File: config.mk
export PLATFORM = sky130hd
export DESIGN_NAME = i2c_byte_queue_with_delays
export DESIGN_NICKNAME = d
export VERILOG_FILES = /design/src/rtl/core/ibq_pkg.sv /design/src/rtl/core/ibq_front.sv /design/src/rtl/core/ibq_cmdq.sv /design/src/rtl/core/ibq_back.sv /design/src/rtl/core/i2c_byte_queue_with_delays.sv
export SDC_FILE = /design/constraint.sdc
export NUM_CORES = 1
export LEC_CHECK = 0
export BUFFER_PORTS_ARGS = -buffer_cell sky130_fd_sc_hd__buf_2
export CAP_MARGIN = 30
export CORE_ASPECT_RATIO = 0.7
export CORE_MARGIN = 8
export CORE_UTILIZATION = 58
export DETAILED_ROUTE_END_ITERATION = 16
export PLACE_DENSITY = 0.73
export SLEW_MARGIN = 5
export SYNTH_ARGS = -nofsm -noshare
export SYNTH_HDL_FRONTEND = slang
export SYNTH_SLANG_ARGS = --single-unit
export TNS_END_PERCENT = 20
File: constraint.sdc
create_clock -name clk -period 4.9 [get_ports clk]
set_input_delay 0.735 -clock clk [delete_from_list [all_inputs] [get_ports clk]]
set_output_delay 0.735 -clock clk [all_outputs]
set_load 0.005 [all_outputs]
File: src/rtl/core/ibq_pkg.sv
`default_nettype none

package ibq_pkg;

    localparam int QUEUE_DEPTH_DEF  = 32;
    localparam int WAIT_UNIT_US_DEF = 20;

    // command queue between the front and the back
    localparam int CMDQ_DEPTH = 2;

    localparam int CFG_DATA_W = 16;
    localparam int CFG_IDX_W  = 2;

    localparam logic [7:0] ESCAPE_BYTE = 8'hFF;
    localparam logic [7:0] UNITS_MAX   = 8'd255;

    localparam logic [1:0] CMD_PUSH_DATA  = 2'd0;
    localparam logic [1:0] CMD_PUSH_DELAY = 2'd1;
    localparam logic [1:0] CMD_TICK       = 2'd2;

    localparam logic [1:0] STAT_NONE     = 2'd0;
    localparam logic [1:0] STAT_ACCEPTED = 2'd1;
    localparam logic [1:0] STAT_NO_ROOM  = 2'd2;
    localparam logic [1:0] STAT_RESERVED = 2'd3;

    localparam logic [CFG_IDX_W-1:0] REG_DEVICE_ADDRESS  = 2'd0;
    localparam logic [CFG_IDX_W-1:0] REG_SEND_HOLD_TICKS = 2'd1;
    localparam logic [CFG_IDX_W-1:0] REG_RETRY_TICKS     = 2'd2;
    localparam logic [CFG_IDX_W-1:0] REG_GAP_TICKS       = 2'd3;

    localparam logic [6:0]  DEVICE_ADDRESS_RST  = 7'd0;
    localparam logic [15:0] SEND_HOLD_TICKS_RST = 16'd500;
    localparam logic [15:0] RETRY_TICKS_RST     = 16'd100;
    localparam logic [15:0] GAP_TICKS_RST       = 16'd100;

    typedef enum logic [1:0] {
        KIND_DATA,
        KIND_DELAY,
        KIND_TICK,
        KIND_NOP
    } cmd_kind_t;

    typedef struct packed {
        logic [1:0]  command;
        logic [7:0]  data_byte;
        logic [15:0] delay_us;
        logic        bus_busy;
    } in_item_t;

    typedef struct packed {
        logic [1:0] push_status;
        logic       send_valid;
        logic [6:0] send_address;
        logic [7:0] send_byte;
        logic       bus_claimed;
        logic       running;
        logic [5:0] free_slots;
    } out_item_t;

    // classified command as it travels from front to back
    typedef struct packed {
        cmd_kind_t  kind;
        logic [7:0] data_byte;
        logic [7:0] units;
        logic       bus_busy;
    } cmd_t;

    typedef struct packed {
        logic [6:0]  device_address;
        logic [15:0] send_hold_ticks;
        logic [15:0] retry_ticks;
        logic [15:0] gap_ticks;
    } cfg_t;

    typedef struct packed {
        logic push;
        logic pop;
    } cmdq_ctrl_t;

    typedef struct packed {
        logic empty;
        logic full;
    } cmdq_stat_t;

endpackage

`default_nettype wire

File: src/rtl/core/ibq_front.sv
`default_nettype none

module ibq_front
    import ibq_pkg::*;
#(
    parameter int WAIT_UNIT_US = WAIT_UNIT_US_DEF
)
(
    input  wire logic     clk,
    input  wire logic     rst_n,
    input  wire logic     start,
    input  wire in_item_t item,
    input  wire logic     q_full,
    output logic          busy,
    output logic          q_push,
    output cmd_t          q_data
);

    localparam int DIV_W    = 17;
    localparam int RECIP_SH = 24;
    localparam int PROD_W   = DIV_W + RECIP_SH + 1;
    localparam logic [RECIP_SH:0] RECIP =
        25'(((1 << RECIP_SH) + WAIT_UNIT_US - 1) / WAIT_UNIT_US);
    localparam logic [DIV_W-1:0] ROUND_ADD = DIV_W'(WAIT_UNIT_US - 1);
    localparam logic [DIV_W-1:0] SAT_LIMIT = DIV_W'(256 * WAIT_UNIT_US);

    logic              valid_reg;
    logic              valid_next;
    cmd_t              cmd_reg;
    cmd_t              cmd_next;
    logic              accept;
    logic [DIV_W-1:0]  num;
    logic [PROD_W-1:0] prod;
    logic [7:0]        quo;
    logic [7:0]        units;

    assign busy   = valid_reg & q_full;
    assign accept = start & ~busy;
    assign q_push = valid_reg & ~q_full;
    assign q_data = cmd_reg;

    // ceil(us / unit) by reciprocal multiply, exact below the saturation limit
    always_comb
    begin
        num   = DIV_W'(item.delay_us) + ROUND_ADD;
        prod  = PROD_W'(num) * PROD_W'(RECIP);
        quo   = prod[RECIP_SH+7:RECIP_SH];
        units = (num >= SAT_LIMIT) ? UNITS_MAX : quo;
    end

    always_comb
    begin
        valid_next = valid_reg;
        cmd_next   = cmd_reg;
        if (q_push)
        begin
            valid_next = 1'b0;
        end
        if (accept)
        begin
            valid_next         = 1'b1;
            cmd_next.data_byte = item.data_byte;
            cmd_next.units     = units;
            cmd_next.bus_busy  = item.bus_busy;
            case (item.command)
                CMD_PUSH_DATA:  cmd_next.kind = KIND_DATA;
                CMD_PUSH_DELAY: cmd_next.kind = KIND_DELAY;
                CMD_TICK:       cmd_next.kind = KIND_TICK;
                default:        cmd_next.kind = KIND_NOP;
            endcase
        end
    end

    always_ff @(posedge clk or negedge rst_n)
    begin
        if (!rst_n)
        begin
            valid_reg <= 1'b0;
        end
        else
        begin
            valid_reg <= valid_next;
        end
    end

    always_ff @(posedge clk)
    begin
        cmd_reg <= cmd_next;
    end

endmodule

`default_nettype wire

File: src/rtl/core/ibq_cmdq.sv
`default_nettype none

module ibq_cmdq
    import ibq_pkg::*;
(
    input  wire logic       clk,
    input  wire logic       rst_n,
    input  wire cmdq_ctrl_t ctrl,
    input  wire cmd_t       wdata,
    output cmdq_stat_t      stat,
    output cmd_t            rdata
);

    localparam int AW = $clog2(CMDQ_DEPTH);
    localparam int CW = $clog2(CMDQ_DEPTH + 1);

    cmd_t          entries [CMDQ_DEPTH];
    logic [AW-1:0] wr_ptr_reg;
    logic [AW-1:0] rd_ptr_reg;
    logic [CW-1:0] count_reg;
    logic          do_push;
    logic          do_pop;

    assign stat.empty = (count_reg == '0);
    assign stat.full  = (count_reg == CW'(CMDQ_DEPTH));
    assign do_push    = ctrl.push & ~stat.full;
    assign do_pop     = ctrl.pop & ~stat.empty;
    assign rdata      = entries[rd_ptr_reg];

    function automatic logic [AW-1:0] bump(input logic [AW-1:0] p);
        return (p == AW'(CMDQ_DEPTH - 1)) ? '0 : p + 1'b1;
    endfunction

    always_ff @(posedge clk or negedge rst_n)
    begin
        if (!rst_n)
        begin
            wr_ptr_reg <= '0;
            rd_ptr_reg <= '0;
            count_reg  <= '0;
        end
        else
        begin
            if (do_push)
            begin
                wr_ptr_reg <= bump(wr_ptr_reg);
            end
            if (do_pop)
            begin
                rd_ptr_reg <= bump(rd_ptr_reg);
            end
            if (do_push && !do_pop)
            begin
                count_reg <= count_reg + 1'b1;
            end
            else if (do_pop && !do_push)
            begin
                count_reg <= count_reg - 1'b1;
            end
        end
    end

    always_ff @(posedge clk)
    begin
        if (do_push)
        begin
            entries[wr_ptr_reg] <= wdata;
        end
    end

endmodule

`default_nettype wire

File: src/rtl/core/ibq_back.sv
`default_nettype none

module ibq_back
    import ibq_pkg::*;
#(
    parameter int QUEUE_DEPTH  = QUEUE_DEPTH_DEF,
    parameter int WAIT_UNIT_US = WAIT_UNIT_US_DEF
)
(
    input  wire logic       clk,
    input  wire logic       rst_n,
    input  wire cfg_t       cfg,
    input  wire cmdq_stat_t q_stat,
    input  wire cmd_t       q_head,
    output logic            q_pop,
    output logic            done,
    output out_item_t       result
);

    localparam int PTR_W  = $clog2(QUEUE_DEPTH);
    localparam int FILL_W = $clog2(QUEUE_DEPTH + 1);
    localparam logic [7:0] UNIT8 = 8'(WAIT_UNIT_US);

    typedef enum logic [2:0] {
        S_IDLE,
        S_EXEC,
        S_DELAY2,
        S_STEP,
        S_POPPED,
        S_COUNT
    } state_t;

    typedef enum logic [1:0] {
        PH_POP,
        PH_SEND,
        PH_RELEASE,
        PH_DELAY_END
    } phase_t;

    logic [7:0]        mem [QUEUE_DEPTH];
    logic [7:0]        rd_data_reg;

    state_t            state_reg, state_next;
    phase_t            phase_reg, phase_next;
    cmd_t              cmd_reg, cmd_next;
    logic [PTR_W-1:0]  wp_reg, wp_next;
    logic [PTR_W-1:0]  rp_reg, rp_next;
    logic [FILL_W-1:0] fill_reg, fill_next;
    logic [7:0]        held_reg, held_next;
    logic [15:0]       countdown_reg, countdown_next;
    logic              active_reg, active_next;
    logic              bus_hold_reg, bus_hold_next;
    logic              done_reg, done_next;
    out_item_t         result_reg, result_next;

    logic              mem_we;
    logic [7:0]        mem_wdata;
    logic              mem_re;
    logic              emit;
    logic [1:0]        status;
    logic              send;
    logic [FILL_W+5:0] free_wide;

    assign done   = done_reg;
    assign result = result_reg;

    function automatic logic [PTR_W-1:0] bump(input logic [PTR_W-1:0] p);
        return (p == PTR_W'(QUEUE_DEPTH - 1)) ? '0 : p + 1'b1;
    endfunction

    always_comb
    begin
        state_next     = state_reg;
        phase_next     = phase_reg;
        cmd_next       = cmd_reg;
        wp_next        = wp_reg;
        rp_next        = rp_reg;
        fill_next      = fill_reg;
        held_next      = held_reg;
        countdown_next = countdown_reg;
        active_next    = active_reg;
        bus_hold_next  = bus_hold_reg;
        done_next      = 1'b0;
        result_next    = result_reg;
        mem_we         = 1'b0;
        mem_wdata      = cmd_reg.data_byte;
        mem_re         = 1'b0;
        q_pop          = 1'b0;
        emit           = 1'b0;
        status         = STAT_NONE;
        send           = 1'b0;
        free_wide      = '0;

        case (state_reg)
            S_IDLE:
            begin
                if (!q_stat.empty)
                begin
                    q_pop      = 1'b1;
                    cmd_next   = q_head;
                    state_next = S_EXEC;
                end
            end

            S_EXEC:
            begin
                case (cmd_reg.kind)
                    KIND_DATA:
                    begin
                        emit = 1'b1;
                        if (cmd_reg.data_byte == ESCAPE_BYTE)
                        begin
                            status = STAT_RESERVED;
                        end
                        else if (fill_reg == FILL_W'(QUEUE_DEPTH))
                        begin
                            status = STAT_NO_ROOM;
                        end
                        else
                        begin
                            status    = STAT_ACCEPTED;
                            mem_we    = 1'b1;
                            wp_next   = bump(wp_reg);
                            fill_next = fill_reg + 1'b1;
                            if (!active_reg)
                            begin
                                active_next    = 1'b1;
                                phase_next     = PH_POP;
                                countdown_next = '0;
                            end
                        end
                    end
                    KIND_DELAY:
                    begin
                        if (fill_reg > FILL_W'(QUEUE_DEPTH - 2))
                        begin
                            emit   = 1'b1;
                            status = STAT_NO_ROOM;
                        end
                        else
                        begin
                            // escape byte now, the count on the next cycle
                            mem_we     = 1'b1;
                            mem_wdata  = ESCAPE_BYTE;
                            wp_next    = bump(wp_reg);
                            fill_next  = fill_reg + 1'b1;
                            state_next = S_DELAY2;
                        end
                    end
                    KIND_TICK:
                    begin
                        if (!active_reg)
                        begin
                            emit = 1'b1;
                        end
                        else if (countdown_reg != '0)
                        begin
                            countdown_next = countdown_reg - 1'b1;
                            emit           = 1'b1;
                        end
                        else
                        begin
                            state_next = S_STEP;
                        end
                    end
                    default:
                    begin
                        emit = 1'b1;
                    end
                endcase
            end

            S_DELAY2:
            begin
                emit      = 1'b1;
                status    = STAT_ACCEPTED;
                mem_we    = 1'b1;
                mem_wdata = cmd_reg.units;
                wp_next   = bump(wp_reg);
                fill_next = fill_reg + 1'b1;
                if (!active_reg)
                begin
                    active_next    = 1'b1;
                    phase_next     = PH_POP;
                    countdown_next = '0;
                end
            end

            S_STEP:
            begin
                case (phase_reg)
                    PH_POP:
                    begin
                        if (fill_reg == '0)
                        begin
                            active_next = 1'b0;
                            emit        = 1'b1;
                        end
                        else
                        begin
                            mem_re     = 1'b1;
                            rp_next    = bump(rp_reg);
                            fill_next  = fill_reg - 1'b1;
                            state_next = S_POPPED;
                        end
                    end
                    PH_SEND:
                    begin
                        emit = 1'b1;
                        if (cmd_reg.bus_busy)
                        begin
                            countdown_next = cfg.retry_ticks;
                        end
                        else
                        begin
                            bus_hold_next  = 1'b1;
                            send           = 1'b1;
                            countdown_next = cfg.send_hold_ticks;
                            phase_next     = PH_RELEASE;
                        end
                    end
                    PH_RELEASE:
                    begin
                        emit          = 1'b1;
                        bus_hold_next = 1'b0;
                        phase_next    = PH_POP;
                        if (fill_reg == '0)
                        begin
                            active_next = 1'b0;
                        end
                        else
                        begin
                            countdown_next = cfg.gap_ticks;
                        end
                    end
                    default:
                    begin
                        // end of a delay: pop again within the same tick
                        phase_next = PH_POP;
                        if (fill_reg == '0)
                        begin
                            active_next = 1'b0;
                            emit        = 1'b1;
                        end
                    end
                endcase
            end

            S_POPPED:
            begin
                if (rd_data_reg == ESCAPE_BYTE)
                begin
                    if (fill_reg == '0)
                    begin
                        // escape without a count: zero-length delay
                        countdown_next = '0;
                        phase_next     = PH_DELAY_END;
                        emit           = 1'b1;
                    end
                    else
                    begin
                        mem_re     = 1'b1;
                        rp_next    = bump(rp_reg);
                        fill_next  = fill_reg - 1'b1;
                        state_next = S_COUNT;
                    end
                end
                else
                begin
                    held_next  = rd_data_reg;
                    phase_next = PH_SEND;
                    state_next = S_STEP;
                end
            end

            S_COUNT:
            begin
                countdown_next = 16'(UNIT8) * 16'(rd_data_reg);
                phase_next     = PH_DELAY_END;
                emit           = 1'b1;
            end

            default:
            begin
                state_next = S_IDLE;
            end
        endcase

        if (emit)
        begin
            state_next               = S_IDLE;
            done_next                = 1'b1;
            free_wide                = (FILL_W + 6)'(QUEUE_DEPTH) - (FILL_W + 6)'(fill_next);
            result_next.push_status  = status;
            result_next.send_valid   = send;
            result_next.send_address = send ? cfg.device_address : 7'd0;
            result_next.send_byte    = send ? held_reg : 8'd0;
            result_next.bus_claimed  = bus_hold_next;
            result_next.running      = active_next;
            result_next.free_slots   = free_wide[5:0];
        end
    end

    always_ff @(posedge clk or negedge rst_n)
    begin
        if (!rst_n)
        begin
            state_reg     <= S_IDLE;
            phase_reg     <= PH_POP;
            wp_reg        <= '0;
            rp_reg        <= '0;
            fill_reg      <= '0;
            held_reg      <= '0;
            countdown_reg <= '0;
            active_reg    <= 1'b0;
            bus_hold_reg  <= 1'b0;
            done_reg      <= 1'b0;
        end
        else
        begin
            state_reg     <= state_next;
            phase_reg     <= phase_next;
            wp_reg        <= wp_next;
            rp_reg        <= rp_next;
            fill_reg      <= fill_next;
            held_reg      <= held_next;
            countdown_reg <= countdown_next;
            active_reg    <= active_next;
            bus_hold_reg  <= bus_hold_next;
            done_reg      <= done_next;
        end
    end

    always_ff @(posedge clk)
    begin
        cmd_reg    <= cmd_next;
        result_reg <= result_next;
    end

    always_ff @(posedge clk)
    begin
        if (mem_we)
        begin
            mem[wp_reg] <= mem_wdata;
        end
        if (mem_re)
        begin
            rd_data_reg <= mem[rp_reg];
        end
    end

    a_fill_bound: assert property (@(posedge clk) disable iff (!rst_n)
        fill_reg <= FILL_W'(QUEUE_DEPTH))
        else $error("queue fill count beyond depth");

    a_send_claims: assert property (@(posedge clk) disable iff (!rst_n)
        done_reg && result_reg.send_valid |-> result_reg.bus_claimed && result_reg.running)
        else $error("send reported without bus claim");

    a_stopped_released: assert property (@(posedge clk) disable iff (!rst_n)
        !active_reg |-> !bus_hold_reg)
        else $error("bus held while stopped");

    a_count_after_escape: assert property (@(posedge clk) disable iff (!rst_n)
        state_reg == S_COUNT |-> $past(state_reg) == S_POPPED)
        else $error("delay count read without escape byte");

    a_done_from_work: assert property (@(posedge clk) disable iff (!rst_n)
        done_reg |-> $past(state_reg) != S_IDLE)
        else $error("result transfer from idle");

endmodule

`default_nettype wire

File: src/rtl/core/i2c_byte_queue_with_delays.sv
// Byte queue for single-byte I2C writes with delays, paced by microsecond ticks.
// An item is taken when start is high and busy is low; busy rises only while the
// front register and the two-entry command queue are both occupied. Each item
// gives exactly one result, shown on result for the single cycle in which done
// is high; the receiver cannot stall it. New items are taken into the front register
// and the two-entry command queue while the back sequencer works on an earlier one.
// The back sequencer handles one item at a time: a delay push writes the escape byte
// and then the count, and a tick that ends a delay can also pop and start a send, using
// its byte memory with a registered read. Configuration writes on cfg_write take
// effect at once and should only be made while idle.
`default_nettype none

module i2c_byte_queue_with_delays
    import ibq_pkg::*;
#(
    parameter int QUEUE_DEPTH  = QUEUE_DEPTH_DEF,
    parameter int WAIT_UNIT_US = WAIT_UNIT_US_DEF
)
(
    input  wire logic                  clk,
    input  wire logic                  rst_n,
    input  wire logic                  start,
    input  wire in_item_t              item,
    output logic                       busy,
    output logic                       done,
    output out_item_t                  result,
    input  wire logic                  cfg_write,
    input  wire logic [CFG_IDX_W-1:0]  cfg_index,
    input  wire logic [CFG_DATA_W-1:0] cfg_data
);

    cfg_t       cfg_reg;
    cmdq_ctrl_t q_ctrl;
    cmdq_stat_t q_stat;
    cmd_t       q_wdata;
    cmd_t       q_head;
    logic       q_push;
    logic       q_pop;

    assign q_ctrl.push = q_push;
    assign q_ctrl.pop  = q_pop;

    always_ff @(posedge clk or negedge rst_n)
    begin
        if (!rst_n)
        begin
            cfg_reg.device_address  <= DEVICE_ADDRESS_RST;
            cfg_reg.send_hold_ticks <= SEND_HOLD_TICKS_RST;
            cfg_reg.retry_ticks     <= RETRY_TICKS_RST;
            cfg_reg.gap_ticks       <= GAP_TICKS_RST;
        end
        else if (cfg_write)
        begin
            case (cfg_index)
                REG_DEVICE_ADDRESS:  cfg_reg.device_address  <= cfg_data[6:0];
                REG_SEND_HOLD_TICKS: cfg_reg.send_hold_ticks <= cfg_data;
                REG_RETRY_TICKS:     cfg_reg.retry_ticks     <= cfg_data;
                REG_GAP_TICKS:       cfg_reg.gap_ticks       <= cfg_data;
                default:             cfg_reg                 <= cfg_reg;
            endcase
        end
    end

    ibq_front #(
        .WAIT_UNIT_US (WAIT_UNIT_US)
    ) u_front (
        .clk    (clk),
        .rst_n  (rst_n),
        .start  (start),
        .item   (item),
        .q_full (q_stat.full),
        .busy   (busy),
        .q_push (q_push),
        .q_data (q_wdata)
    );

    ibq_cmdq u_cmdq (
        .clk   (clk),
        .rst_n (rst_n),
        .ctrl  (q_ctrl),
        .wdata (q_wdata),
        .stat  (q_stat),
        .rdata (q_head)
    );

    ibq_back #(
        .QUEUE_DEPTH  (QUEUE_DEPTH),
        .WAIT_UNIT_US (WAIT_UNIT_US)
    ) u_back (
        .clk    (clk),
        .rst_n  (rst_n),
        .cfg    (cfg_reg),
        .q_stat (q_stat),
        .q_head (q_head),
        .q_pop  (q_pop),
        .done   (done),
        .result (result)
    );

endmodule

`default_nettype wire

==> results of run 1 <==
-- cell families (layout without fill, tap and decap cells) --
group | count (synthesis) | in the layout | share of synthesized area [%]
DFF | 474 | 474 | 55.29
buffers and inverters | 258 | 537 | 4.032
adders and majority gates | 228 | 228 | 13.93
muxes | 199 | 199 | 12.55
and+or+nand+nor | 356 | 356 | 7.080
xor gates and xnor gates | 38 | 38 | 1.342
AOI/OAI and AO/OA | 215 | 215 | 5.773
-- Yosys cell counts, types with 6 or more instances --
cell type  instances
nand2_1           81
mux2i_1           24
a221oi_1           6
fa_1              80
buf_1              6
dfstp_2           12
a31oi_1           14
nand3_1           27
nor2_1           109
o211ai_1           9
and2_1            18
a211oi_1           6
nand3b_1          11
a21o_1            13
and3_1            11
inv_1            190
edfxtp_1         366
mux4_2            80
or4_1              6
ha_1             148
dfrtp_1           96
o22ai_1            6
nor2b_1            7
mux2_2            95
nand4_1            9
nor3_1            30
or3_1              8
xnor2_1           23
a22o_1            11
nand2b_1          10
o221ai_1           6
clkbuf_1          50
o21ai_0           51
a21oi_1           48
xor2_1            15
buf_2              7
-- area by class of cell --
type                            count  area (sq um)  share of cell area (%)
Sequential cell                   474         13710                   47.60
Multi-Input combinational cell   1036         10380                   36.02
Tap cell                          552         690.7                   2.398
Clock inverter                     16         158.9                  0.5516
Inverter                          192         738.2                   2.563
Timing Repair Buffer              259          1795                   6.233
Clock buffer                       70          1333                   4.626
-- layer usage --
metal	wire length (microns)	vias to the layer above
li1	-	6962
met1	25450	7811
met2	26050	636
met3	4831	83
met4	1016	2
met5	20	-
-- critical path: cells and delay by family --
| kind | cells | cell delay (ns) |
|---|---|---|
| buf+inv | 6 | 0.66 |
| simple gates | 2 | 0.39 |
| xor+xnor | 1 | 0.07 |
| fa+ha+maj | 8 | 3.17 |
| compound gates | 7 | 1.26 |
-- what timing repair did --
item	CTS	global route
setup endpoints to repair	8	8
gates resized for setup	25	17
setup buffers	6	9
pin swaps	29	21
-- final timing paths --
path | slack [ns] | to | from
setup / recovery | -1.09 | u_front.q_data[8]$_SDFFCE_PP1P_ | item[2]
hold / removal | 0.16 | u_back.wp_reg[0]$_DFFE_PN0P_ | rst_n
setup reg to reg | 0.85 | u_back.mem[20][2]$_DFFE_PP_ | u_back.state_reg[2]$_DFFE_PN0P_
hold reg to reg | 0.43 | u_cmdq.entries[0][0]$_DFFE_PP_ | u_front.q_data[0]$_DFFE_PP_
max in group asynchronous | 3.65 | u_back.rp_reg[0]$_DFFE_PN0P_ | rst_n
min in group clk | 0.36 | u_front.q_data[11]$_DFFE_PP_ | item[19]
-- power groups by stage --
stage,combinational (mW),clock (mW),sequential [mW]
CTS,11.4,3.51,6.31
global route,12.9,3.66,6.40
detailed placement,11.0,0,6.39
floorplan,7.12,0,6.09
finish,11.7,3.47,6.31
global placement,10.6,0,6.37
-- per-stage QoR --
step | utilization, % | setup TNS, ns | setup WS (ns) | cells
6_report | 68.18 | -8.406 | -1.091 | 2599
5_1_grt | 68.18 | -9.741 | -1.263 | 2599
4_1_cts | 67.87 | -7.511 | -0.9918 | 2589
3_5_place_dp | 64.01 | -13.77 | -1.765 | 2497
3_3_place_gp | 63.93 | -12.77 | -1.627 | 2495
2_1_floorplan | - | -11.60 | -1.471 | 1768
-- cell usage in the layout, fill, tap and decap left out, types with 21 or more instances in the layout --
cell	n
a21oi_1	43
buf_2	74
buf_4	181
clkbuf_16	47
dfrtp_1	94
edfxtp_1	366
fa_1	69
ha_1	136
inv_1	182
mux2_2	95
mux2i_1	24
mux4_2	80
nand2_1	80
nand3_1	26
nor2_1	109
nor3_1	26
o21ai_0	46
xnor2_1	21
==> flow_summary.yaml, run 1 <==
critical_path:
  startpoint_type: "primary input"
  crit_chain: "buf_12 -> inv_12 -> ha_4 -> and3b_2 -> o211ai_1 -> buf_4 -> xnor2_2 -> ha_2 -> fa_1 -> inv_1 -> fa_2 -> buf_4 -> fa_1 -> inv_1 -> fa_1 -> fa_1 -> ha_4 -> a21o_1 -> a21oi_2 -> o21ai_1 -> a31o_2 -> a21oi_2 -> a31oi_1 -> nand3b_1"
  crit_fanout: 4
  cp.required_ns: 5.20
  arrival_ns: 6.29
  worst_path_largest_cell_delay_ns: 0.58
  timing.critical_path.to_type: "flop"
  crit_top_cell: "fa_1"
  crit_type: "primary input to flop"
  crit_slowest_cell: "fa_1"
  reg2regPathDepth: 5
clocking:
  clock_latency_ns: 0.56
  cts_sinks: 474
  cts_max_level: 2
  holdBufCountCts: 0
  clk_path_buf_depth: 3
  numCtsBuffers: 46
  cts-root-buf: "clkbuf_16"
  cts_tree: "yes"
  clkTransAtPathRegs_ns: 0.06
yosys:
  netlist_top_cells_area: "edfxtp_1, dfrtp_1, ha_1"
  syn_area_sq_um: 24790
  ys_seq_area_share_pct: 55.29
  synth_enable_flop_cells: 366
  synthFlopType: "edfxtp_1"
  yosys.area.top_type: "edfxtp_1"
  synth_nets: 2045
  synth-seq-cells: 474
  post_synth.cell_area_avg_sq_um: 14.02
  synth_cell_type_count: 76
  synth_async_sr_flop_share_pct: 22.78
  synth_top_area_share_pct: 44.33
  ys_warn_count: 0
  syn_inst: 1768
sta:
  setup_ws_ns: -1.091
  fin_crit_ns: 5.991
  timing.hold.ws_ns: 0.1633
  hold_violations: 0
  final_max_slew_viol_count: 0
  worstMarginPinSlew_ns: 0.9801
  fmax_mhz: 166.9
  skew_ns: 0.02208
  setup_viol: 8
  rsz0062_at_grt: "true"
  max_slew_margin_pct: 34.37
  finalCritPeriodShare_pct: 122.3
floorplan:
  initial_core_util_pct: 58.68
  rows: 63
  dieArea_sq_um: 49720
  die_width_microns: 263.1
  die_y_microns: 189.0
  core_area_sq_um: 42250
  num_io_pins: 77
power:
  swShare_pct: 39.62
  power_frac_comb_pct: 54.5
  p_clk_share_pct: 16.1
  totalPowerFinal_mw: 21.51
  p_int_mw: 12.99
  p_seq_share_pct: 29.3
  powerDensity_nw_per_um2: 746.6
  p_leak_nw: 11.54
  switchingPower_mw: 8.521
  vdd_drop_max_mv: 0.7487
detailed_routing:
  dr_total_vias: 15494
  drtIter0Drc: 1593
  wl_per_cell_microns: 22.08
  finalWirelength_microns: 57370
  drc: 0
  first_pass_iters: 6
  antenna_left: 0
  via_per_inst: 5.962
global_routing:
  grtUsageMet2_pct: 35.88
  grt_pass1_wl_microns: 89090
  track_usage_pct: 22.81
  busiest_layer: "met2"
  grt_pass1_vias: 15822
  grt_use_met1_pct: 33.13
  grt_max_degree: 48
  grt-ovfl-total: 0
  met3_usage_pct: 4.510
  antenna_found_initial: 2
final_layout:
  design_area_sq_um: 28810
  diodes: 0
  syn_to_final_growth_pct: 16.19
  drive_above_1_share_pct: 29.12
  n_fill_cell: 2881
  largest_reg_flops: 256
  fin_nets: 2286
place:
  dpl_cell_area_sq_um: 27040
  routabilityCongestion: 0.9270
  hpwl_microns: 40910
  portBuffers: 76
job:
  maxCapViolations: 0
outcome:
  violations: "negative setup slack"
  status: "finished, violations left"
worst_hold_path:
  holdCritPathClass: "primary input to async pin"
Power figures use the tool's default switching activity.
==> inputs of run 2 (changes only) <==
==> constraint.sdc (replaced) <==
create_clock -name clk -period 4.9 [get_ports clk]
set_input_delay 0.245 -clock clk [delete_from_list [all_inputs] [get_ports clk]]
set_output_delay 0.245 -clock clk [all_outputs]
set_load 0.005 [all_outputs]
==> run 2 against run 1 <==
The run still ends with negative setup slack left; sequential cell count stayed put; final cell count is 0.58% higher; largest cell class unchanged; global-route usage increased by 0.54 points; power is 0.24% higher; via count increased by 0.76%; critical path depth is 1 higher; worst setup slack improved by 0.49 ns; register-to-register slack got worse by 0.05 ns; combinational power about the same; critical path type unchanged; clock skew is 0.0059 ns higher; non-clock buffer count increased by 16; first-iteration DRC count fell by 12%.
==> flow_summary.yaml, run 2 (synthesis results as in run 1) <==
final_layout:
  drive_above_1_share_pct: 27.89
  n_fill_cell: 2761
  final_common_cell: "edfxtp_1"
  design_area_sq_um: 29130
  diodes: 0
  final_cell_mix: "edfxtp_1, inv_1, buf_4"
  syn_to_final_growth_pct: 17.51
  fin_nets: 2302
  instances_no_fill: 2614
  largest_reg_flops: 256
  utilization_pct: 68.95
floorplan:
  die_y_microns: 189.0
  core_area_sq_um: 42250
  num_io_pins: 77
  dieArea_sq_um: 49720
  rows: 63
  initial_core_util_pct: 58.68
  die_width_microns: 263.1
sta:
  final_max_slew_viol_count: 0
  fin_crit_ns: 5.501
  timing.hold.ws_ns: 0.05029
  rsz0062_at_grt: "true"
  tns_ns: -4.277
  worstMarginPinSlew_ns: 0.9533
  skew_ns: 0.02800
  finalCritPeriodShare_pct: 112.3
  hold_violations: 0
  setup_ws_ns: -0.6011
  setup_viol: 8
  fmax_mhz: 181.8
  max_slew_margin_pct: 36.17
power:
  p_leak_nw: 11.68
  powerDensity_nw_per_um2: 740.0
  vdd_drop_max_mv: 0.6095
  totalPowerFinal_mw: 21.56
critical_path:
  arrival_ns: 5.90
  crit_type: "primary input to flop"
  r2r_setup_slack_ns: 0.80
  crit_fanout: 5
  timing.critical_path.to_type: "flop"
  startpoint_type: "primary input"
  cp.required_ns: 5.30
detailed_routing:
  antenna_left: 0
  wl_per_cell_microns: 22.30
  first_pass_iters: 7
  finalWirelength_microns: 58290
  drc: 0
  dr_total_vias: 15612
  via_per_inst: 5.972
  drtIter0Drc: 1407
clocking:
  numCtsBuffers: 46
  cts_sinks: 474
  cts_tree: "yes"
  cts-root-buf: "clkbuf_16"
  clkTransAtPathRegs_ns: 0.07
  cts_max_level: 2
  clock_latency_ns: 0.58
  clk_path_buf_depth: 3
global_routing:
  antenna_found_initial: 3
  grt_max_degree: 69
  grt_pass1_vias: 15816
  grt-ovfl-total: 0
  grt_pass1_wl_microns: 90760
  track_usage_pct: 23.35
place:
  preCtsSetupSlack_ns: -1.331
  portBuffers: 76
  routabilityCongestion: 0.9321
  hpwl_microns: 40380
  dpl_cell_area_sq_um: 27070
  dp.cells: 2493
outcome:
  violations: "negative setup slack"
  status: "finished, violations left"
worst_hold_path:
  holdCritPathClass: "primary input to async pin"
job:
  maxCapViolations: 0
-- run 2: what timing repair did --
action	4_1_cts	5_1_grt
pin swaps	22	5
hold endpoints to repair	130	0
setup buffers	3	0
endpoints found under the setup margin	8	8
resized for setup	22	7
hold buffers	29	0
-- run 2: area by class of cell --
type	instances	area, sq um	share of cell area [%]
tap	552	690.7	2.371
inverter	192	738.2	2.534
sequential	474	13710	47.07
multi-input combinational	1036	10340	35.49
timing repair buffer	275	2061	7.074
clock buffer	73	1438	4.935
clock inverter	12	153.9	0.5283
-- run 2: critical path, stage by stage --
cell and delay [ns]:
buf_12 0.11, inv_12 0.05, ha_4 0.12, and3b_2 0.23, o211ai_1 0.32, buf_4 0.21
xnor2_2 0.07, ha_2 0.20, fa_1 0.59, inv_2 0.05, fa_2 0.56, inv_2 0.06
fa_1 0.49, inv_1 0.05, fa_1 0.47, fa_1 0.52, inv_2 0.05, ha_4 0.27
and4_4 0.22, and4_1 0.19, and3_4 0.21, and2_4 0.17, a41oi_2 0.10, o21ai_2 0.12
mux2i_1 0.24
-- run 2: report_power, final --
part           switching (mW)  leakage [nW]  total [mW]  internal (mW)
Sequential              0.526          4.60        6.27           5.75
Combinational            6.47          6.30        11.7           5.18
Clock                    1.49         0.776        3.63           2.14
Total                    8.49          11.7        21.6           13.1
-- run 2: path summary, 6_finish.rpt --
| kind | startpoint | depth (start not counted) | end |
|---|---|---|---|
| max | item[2] | 25 | u_front.q_data[7]$_SDFFCE_PP1P_ |
| min | rst_n | 2 | u_back.wp_reg[2]$_DFFE_PN0P_ |
| max reg2reg | u_back.state_reg[2]$_DFFE_PN0P_ | 5 | u_back.mem[8][6]$_DFFE_PP_ |
| min reg2reg | u_front.q_data[17]$_DFFE_PP_ | 0 | u_cmdq.entries[0][17]$_DFFE_PP_ |
| max in group asynchronous | rst_n | 4 | cfg_reg[39]$_DFFE_PN1P_ |
| min in group clk | cfg_index[0] | 3 | cfg_reg[48]$_DFFE_PN0P_ |
-- run 2: layer usage --
layer / GRT usage [%] / up-vias / wire length (microns)
met1: 34.23 / 7831 / 25520
met2: 36.76 / 698 / 27040
li1: - / 7002 / -
met4: 5.499 / 2 / 1052
met5: 0 / - / 12
met3: 3.758 / 79 / 4658
